**src/hw/rtl/assert_macros.svh**
```systemverilog
// Assertion helper macros shared by the RTL
`ifndef ASSERT_MACROS_SVH
`define ASSERT_MACROS_SVH
// Concurrent assertion sampled on the rising edge, inactive during reset
`define ASSERT_CLK(label, clk, rstn, prop, msg) \
    label: assert property (@(posedge clk) disable iff (!rstn) (prop)) else $error(msg);
// Same, but also checked while reset is asserted
`define ASSERT_ALWAYS(label, clk, prop, msg) \
    label: assert property (@(posedge clk) (prop)) else $error(msg);
`endif

```
**src/hw/rtl/canrx_pkg.sv**
```systemverilog
`timescale 1ns / 1ps
// ---------------------------------------------------------------------------
// canrx_pkg
// Shared types and constants for the CAN receive acceptance/mailbox block.
// ---------------------------------------------------------------------------
package canrx_pkg;

    localparam logic [29:0] ID29_MASK = 30'h1fff_ffff;
    localparam logic [29:0] EXT_MARK  = 30'h2000_0000;
    localparam logic [29:0] ID11_MASK = 30'h0000_07ff;
    localparam logic [3:0]  LEN_MAX   = 4'd8;

    typedef enum logic [1:0] {
        OP_FRAME  = 2'd0,
        OP_CONFIG = 2'd1,
        OP_READ   = 2'd2,
        OP_CLEAR  = 2'd3
    } op_t;

    // input item as decoded from s_tdata
    typedef struct packed {
        op_t         op;
        logic        channel;
        logic [3:0]  mailbox;
        logic        is_extended;
        logic [28:0] id_value;
        logic [28:0] id_mask;
        logic [3:0]  dlc;
        logic [63:0] payload;
        logic        use_ring;
        logic        raise_interrupt;
    } item_t;

    // classified command handed from the front end to the back end
    typedef struct packed {
        op_t         op;
        logic        channel;
        logic [3:0]  mailbox;
        logic [29:0] ident;      // normalized frame id or filter address
        logic [29:0] mask;       // normalized filter mask
        logic [3:0]  len;
        logic [63:0] payload;
        logic        use_ring;
        logic        raise_interrupt;
    } cmd_t;

    typedef struct packed {
        logic        matched;
        logic [3:0]  matched_mailbox;
        logic        read_valid;
        logic [3:0]  read_len;
        logic [29:0] read_id;
        logic [63:0] read_data;
        logic [15:0] pending_mask;
        logic [4:0]  ring_fill;
        logic [4:0]  ring_peak;
    } result_t;

    typedef enum logic [1:0] {
        ST_IDLE,
        ST_EXEC,
        ST_OUT
    } exec_state_t;

endpackage

```
**src/hw/rtl/canrx_front.sv**
```systemverilog
`timescale 1ns / 1ps
// ---------------------------------------------------------------------------
// canrx_front
// Accepts items, normalizes identifiers and filters, caps the length, and
// pushes a command into a small queue toward the back end.
// ---------------------------------------------------------------------------
module canrx_front
    import canrx_pkg::*;
#(
    parameter int QUEUE_DEPTH = 2
) (
    input  logic  aclk,
    input  logic  aresetn,
    input  logic  in_valid,
    output logic  in_ready,
    input  item_t in_item,
    output logic  cmd_valid,
    input  logic  cmd_ready,
    output cmd_t  cmd
);

    localparam int PW = (QUEUE_DEPTH > 1) ? $clog2(QUEUE_DEPTH) : 1;

    cmd_t           queue_reg [QUEUE_DEPTH];
    logic [PW-1:0]  wr_ptr_reg, wr_ptr_next;
    logic [PW-1:0]  rd_ptr_reg, rd_ptr_next;
    logic [PW:0]    count_reg, count_next;
    cmd_t           cmd_in;
    logic           push, pop;

    always_comb begin
        cmd_in = '0;
        cmd_in.op = in_item.op;
        cmd_in.channel = in_item.channel;
        cmd_in.mailbox = in_item.mailbox;
        cmd_in.payload = in_item.payload;
        cmd_in.use_ring = in_item.use_ring;
        cmd_in.raise_interrupt = in_item.raise_interrupt;
        cmd_in.len = (in_item.dlc > LEN_MAX) ? LEN_MAX : in_item.dlc;
        if (in_item.op == OP_FRAME) begin
            cmd_in.ident = in_item.is_extended ? ({1'b0, in_item.id_value} | EXT_MARK)
                                               : ({1'b0, in_item.id_value} & ID11_MASK);
            cmd_in.mask = '0;
        end else if (in_item.is_extended) begin
            cmd_in.mask  = {1'b0, in_item.id_mask} | EXT_MARK;
            cmd_in.ident = {1'b0, in_item.id_value & in_item.id_mask} | EXT_MARK;
        end else begin
            cmd_in.mask  = {1'b0, in_item.id_mask} & ID11_MASK;
            cmd_in.ident = {1'b0, in_item.id_value & in_item.id_mask} & ID11_MASK;
        end
    end

    assign in_ready  = (count_reg != (PW+1)'(QUEUE_DEPTH));
    assign cmd_valid = (count_reg != '0);
    assign cmd       = queue_reg[rd_ptr_reg];
    assign push      = in_valid && in_ready;
    assign pop       = cmd_valid && cmd_ready;

    always_comb begin
        wr_ptr_next = wr_ptr_reg;
        rd_ptr_next = rd_ptr_reg;
        if (push) begin
            wr_ptr_next = (wr_ptr_reg == PW'(QUEUE_DEPTH - 1)) ? '0 : wr_ptr_reg + 1'b1;
        end
        if (pop) begin
            rd_ptr_next = (rd_ptr_reg == PW'(QUEUE_DEPTH - 1)) ? '0 : rd_ptr_reg + 1'b1;
        end
        count_next = count_reg + (PW+1)'(push) - (PW+1)'(pop);
    end

    always_ff @(posedge aclk) begin
        if (!aresetn) begin
            wr_ptr_reg <= '0;
            rd_ptr_reg <= '0;
            count_reg  <= '0;
        end else begin
            wr_ptr_reg <= wr_ptr_next;
            rd_ptr_reg <= rd_ptr_next;
            count_reg  <= count_next;
        end
    end

    always_ff @(posedge aclk) begin
        if (push) begin
            queue_reg[wr_ptr_reg] <= cmd_in;
        end
    end

endmodule

```
**config.mk**
```make
export PLATFORM = sky130hd
export DESIGN_NAME = canrx_front
export DESIGN_NICKNAME = d
export VERILOG_FILES = /design/src/hw/rtl/assert_macros.svh /design/src/hw/rtl/canrx_pkg.sv /design/src/hw/rtl/canrx_front.sv
export SDC_FILE = /design/constraint.sdc
export NUM_CORES = 1
export LEC_CHECK = 0
export BUFFER_PORTS_ARGS = -buffer_cell sky130_fd_sc_hd__buf_4
export CORE_MARGIN = 5
export CORE_UTILIZATION = 57
export DETAILED_ROUTE_END_ITERATION = 16
export GPL_TIMING_DRIVEN = 0
export PLACE_DENSITY = 0.85
export SYNTH_ARGS = -nofsm -noshare
export SYNTH_HDL_FRONTEND = slang
export SYNTH_SLANG_ARGS = --single-unit
```
**constraint.sdc**
```tcl
create_clock -name aclk -period 15.7 [get_ports aclk]
set_input_delay 4.71 -clock aclk [delete_from_list [all_inputs] [get_ports aclk]]
set_output_delay 4.71 -clock aclk [all_outputs]
set_load 0.005 [all_outputs]
```
* Word level (Yosys, flattened, before mapping)
Memory sizes are Yosys's and may differ from the RTL's. A register that Yosys moved wholly into a read port is not among the register bits.
Cells that the tools add are included.
Widths: inputs -> output; s select.
** Storage, ports and cells
- Output and inout port bits :: 139
- Logic and storage cells :: 25
- Memory bits (writable) :: 274
- Memories kept :: 1
- Input port bits :: 140
- Bits in latches :: 0
- ROM bits :: 0
- Register bits after elaboration :: 4
** Memory list
- queue_reg :: words 2, width 137, read ports 1, clocked after Yosys merged registers in 1, wr ports 1, RTL line canrx_front.sv:24 : cmd_t queue_reg [QUEUE_DEPTH];
** Operators by class
- $lt $le $gt $ge :: 1
- $mul :: 0
- Add/subtract/negate cells :: 4
- Reduce and logical (&&, ||, !) cells :: 4
- Bitwise operators :: 1
- Div/mod/pow operators :: 0
- Equality and inequality tests :: 1
- Shift operators :: 0
- Multiplexer cells :: 10
** Operators with widths (count)
- $mux 60 :: 2
- $mux 30 :: 1
- $and 29x29->29 :: 1
- $mux 1 :: 6
- $gt 4x4->1 const B :: 1
- $mux 4 :: 1
- $add 1x1->1 const B :: 2
- $add 2x1->2 :: 1
- $logic_and 1x1->1 :: 2
- $logic_not 2->1 :: 1
- $ne 2x2->1 const B :: 1
- $reduce_bool 2->1 :: 1
- $sub 2x1->2 :: 1

* Longest topological paths before layout
- Word-level depth :: 4
- Depth in mapped cells :: 6
- Mapped depth without buffers :: 6

* Least setup slack after synthesis
OpenSTA, ideal clock, no wires.
- Kind :: input -> register
- From :: in in_valid
- To :: mem queue_reg[1][0] (netlist name) (enable)
- Cell stages on the path :: 1
- Data arrival time :: 7.909 ns
- Setup slack :: 7.277 ns
- Library setup time :: 0.513 ns
- Required time :: 15.187 ns
- Buffers on the path :: 0
- Path through :: and3_1
** On the way
- Longest elaborated chain between the ends :: 3
** Ends and longest elaborated chain
- start, declared :: RTL line canrx_front.sv:14 : input logic in_valid,
- $logic_and 1x1->1 :: RTL line canrx_front.sv:56 : assign push = in_valid && in_ready;
- $mux 1 :: RTL line canrx_front.sv:84 : if (push) begin
- $mux 1 (implied by the code) :: RTL line canrx_front.sv:85 : queue_reg[wr_ptr_reg] <= cmd_in;
- end, declared :: RTL line canrx_front.sv:24
No other way between the ends.

==> flow_metrics.py <==
metrics = {
    "yosys": {
        "synthArstFlopShare": 0,
        "synthDistinctLibCells": 31,
        "synth_top_family_by_area": "multiplexers",
        "synth_area_leaders": "edfxtp_1 76%, mux2_2 14%, o211a_1 1.7%",
        "seq_area_frac_synth": 0.774,
        "syn-num-nets": 671,
        "ys.flop_type": "edfxtp_1",
        "synth_cells": 530,
        "synthSimpleGateAreaFrac": 0.0270,
        "synth-xor-area-share": 0.000814,
        "synth.area.mux_share": 0.144,
        "synth_edf_count": 274,
        "synth_adder_area_share": 0.00116,
        "postSynthAreaPerCell_sq_um": 20.3,
        "synth_top_area_frac": 0.765,
        "yosysTopAreaCell": "edfxtp_1",
        "synth_warnings": 0,
        "syn_area_sq_mm": 0.0108,
        "synth_compound_area_frac": 0.0298,
        "synth_seq_cells": 279,
    },
    "floorplan": {
        "coreArea_sq_mm": 0.0186,
        "initial_core_util": 0.577,
        "rows": 50,
        "die-area_sq_mm": 0.0217,
        "chipHeight_microns": 147,
        "io_pins": 279,
        "die_w_microns": 147,
    },
    "sta": {
        "fin_crit_sh": 0.417,
        "fin_setup_tns_ns": 0,
        "hold_violations": 0,
        "skew_ns": 0.00683,
        "fmaxAchievable_ghz": 0.153,
        "drv_slew": 0,
        "hold_slack_ns": 0.588,
        "relSlewSlack": 0.635,
        "worst_pin_slew_ns": 0.547,
        "rsz0062_at_grt": "no",
        "setup_viol": 0,
        "min_period_ns": 6.54,
    },
    "layout": {
        "final_cell_mix": "279 x buf_4, 274 x edfxtp_1, 137 x mux2_2",
        "finalInstanceArea_sq_mm": 0.0142,
        "layout_commonest_cell": "buf_4",
        "layout.cells.non_filler": 1097,
        "final_nets": 982,
        "area_delta_synth_final_pct": 31.6,
        "diodes": 0,
        "drive_gt1_frac": 0.562,
        "nFillCells": 1031,
        "fin_util": 0.760,
        "largest_register_ff_count": 274,
    },
    "clock_tree": {
        "cts-root-buf": "clkbuf_16",
        "hold_buffers": 0,
        "cts_buffers": 28,
        "path_clk_slew_ns": 0.05,
        "cts_buffer_depth": 3,
        "postCtsSetupBuffers": 0,
        "h-tree-depth": 1,
        "cts_resized": 0,
        "cts.sinks": 279,
        "cts_tree": "done",
        "clk-insertion-delay-late_ns": 0.52,
    },
    "critical_path": {
        "worstPathRequired_ns": 10.99,
        "critPathMaxStageDelay_ns": 0.37,
        "endpoint_kind": "output port",
        "r2r_start": "count_reg[0]$_SDFF_PN0_",
        "crit_chain": "buf_6 > clkbuf_8 > mux2_2 > buf_4",
        "cp_max_fo": 10,
        "worstPathArrival_ns": 1.83,
        "ff2ff_setup_slack_ns": 13.52,
        "cp_slowest_cell": "dfxtp_1",
        "critPathKind": "flop to output port",
        "start_kind": "flop",
    },
    "global_routing": {
        "grt_pass1_wl_mm": 35.9,
        "grt.total_usage": 0.213,
        "grt_max_degree": 103,
        "gr-total-overflow": 0,
        "grt_pass1_vias": 6530,
        "antenna_found_initial": 0,
    },
    "drt": {
        "ant_nets": 0,
        "dr.pass1.iters": 4,
        "num_vias": 5992,
        "wl_mm": 23.7,
        "drt_iter0_markers": 273,
        "remaining_drc_errors": 0,
        "wl_per_cell_microns": 21.6,
        "vias_per_cell": 5.46,
    },
    "place": {
        "portBuffers": 278,
        "placed_area_sq_mm": 0.0132,
        "dp_hpwl_mm": 16.2,
        "placed_cells": 1045,
        "gp_routability_congestion": 0.808,
    },
    "hold_path": {
        "min_from": "wr_ptr_reg$_SDFFE_PN0P_",
        "min_path_type": "flop to flop",
    },
    "power_and_ir_drop": {
        "p_comb_frac": 0.227,
        "seqPwrFrac": 0.451,
        "p_int_mw": 1.58,
        "powerDensity_mw_per_mm2": 145,
        "clkPwrFrac": 0.322,
        "ir_drop_mv": 0.124,
        "power_leakage_nw": 5.55,
        "switching_power_mw": 0.482,
        "p_sw_frac": 0.234,
    },
    "status": {
        "outcome": "finished, final reports clean",
    },
    "run": {
        "maxCapViolCount": 0,
    },
}
path summary, 6_finish.rpt:
kind                                      to  cells after the start
hold reg to reg      wr_ptr_reg$_SDFFE_PN0P_                      2
setup / recovery                     cmd[13]                      4
setup reg to reg  queue_reg[0][44]$_DFFE_PP_                      4
hold / removal       wr_ptr_reg$_SDFFE_PN0P_                      2
logic make-up after synthesis:
| kind of cell | after synthesis |
|---|---|
| DFF | 279 |
| adders and majority gates | 1 |
| buffers and inverters | 27 |
| and+or+nand+nor | 48 |
| AOI/OAI and AO/OA | 36 |
| xor gates and xnor gates | 1 |
| muxes | 138 |
power by group through the flow:
| stage | Sequential, mW | Clock (mW) | Combinational, mW |
|---|---|---|---|
| after global routing | 0.934 | 0.711 | 0.500 |
| final | 0.929 | 0.664 | 0.467 |
| after detailed placement | 0.944 | 0 | 0.469 |
| after CTS | 0.929 | 0.676 | 0.474 |
| after global placement | 0.954 | 0 | 0.453 |
| after floorplan | 0.946 | 0 | 0.233 |
Yosys cell counts, types with 2 or more instances:
library cell,n
and2_1,15
and3_1,19
buf_2,5
buf_6,5
clkbuf_1,5
clkbuf_8,10
dfxtp_1,5
edfxtp_1,274
mux2_2,137
nand2b_1,2
nor2_1,3
nor2b_1,4
o211a_1,18
o21a_1,11
area by class of cell:
class                           count  area, sq um  area share
Tap cell                          234          293      0.0207
Buffer                             26          245      0.0173
Multi-Input combinational cell    224         2190       0.155
Timing Repair Buffer              281         2170       0.153
Sequential cell                   279         8330       0.588
Inverter                            1         8.76    0.000618
Clock inverter                     15          176      0.0125
Clock buffer                       37          756      0.0533
critical path: cells and delay by family (launching register included):
kind / cells / cell delay (ns)
buffers and inverters: 3 / 0.58
muxes: 1 / 0.36
DFF: 1 / 0.37
per-stage QoR:
step	total power, mW	setup slack [ns]
2_1_floorplan	1.18	7.28
3_3_place_gp	1.41	5.75
3_5_place_dp	1.41	9.40
4_1_cts	2.08	9.10
5_1_grt	2.15	9.09
6_report	2.06	9.16
layer usage:
metal	GRT usage	wire, microns	part of all wire
met5	0	0	0
met4	0.0499	438	0.018
met3	0.0730	2480	0.10
met2	0.381	12300	0.52
met1	0.250	8460	0.36
No activity file was read; power rests on OpenSTA's default activity.
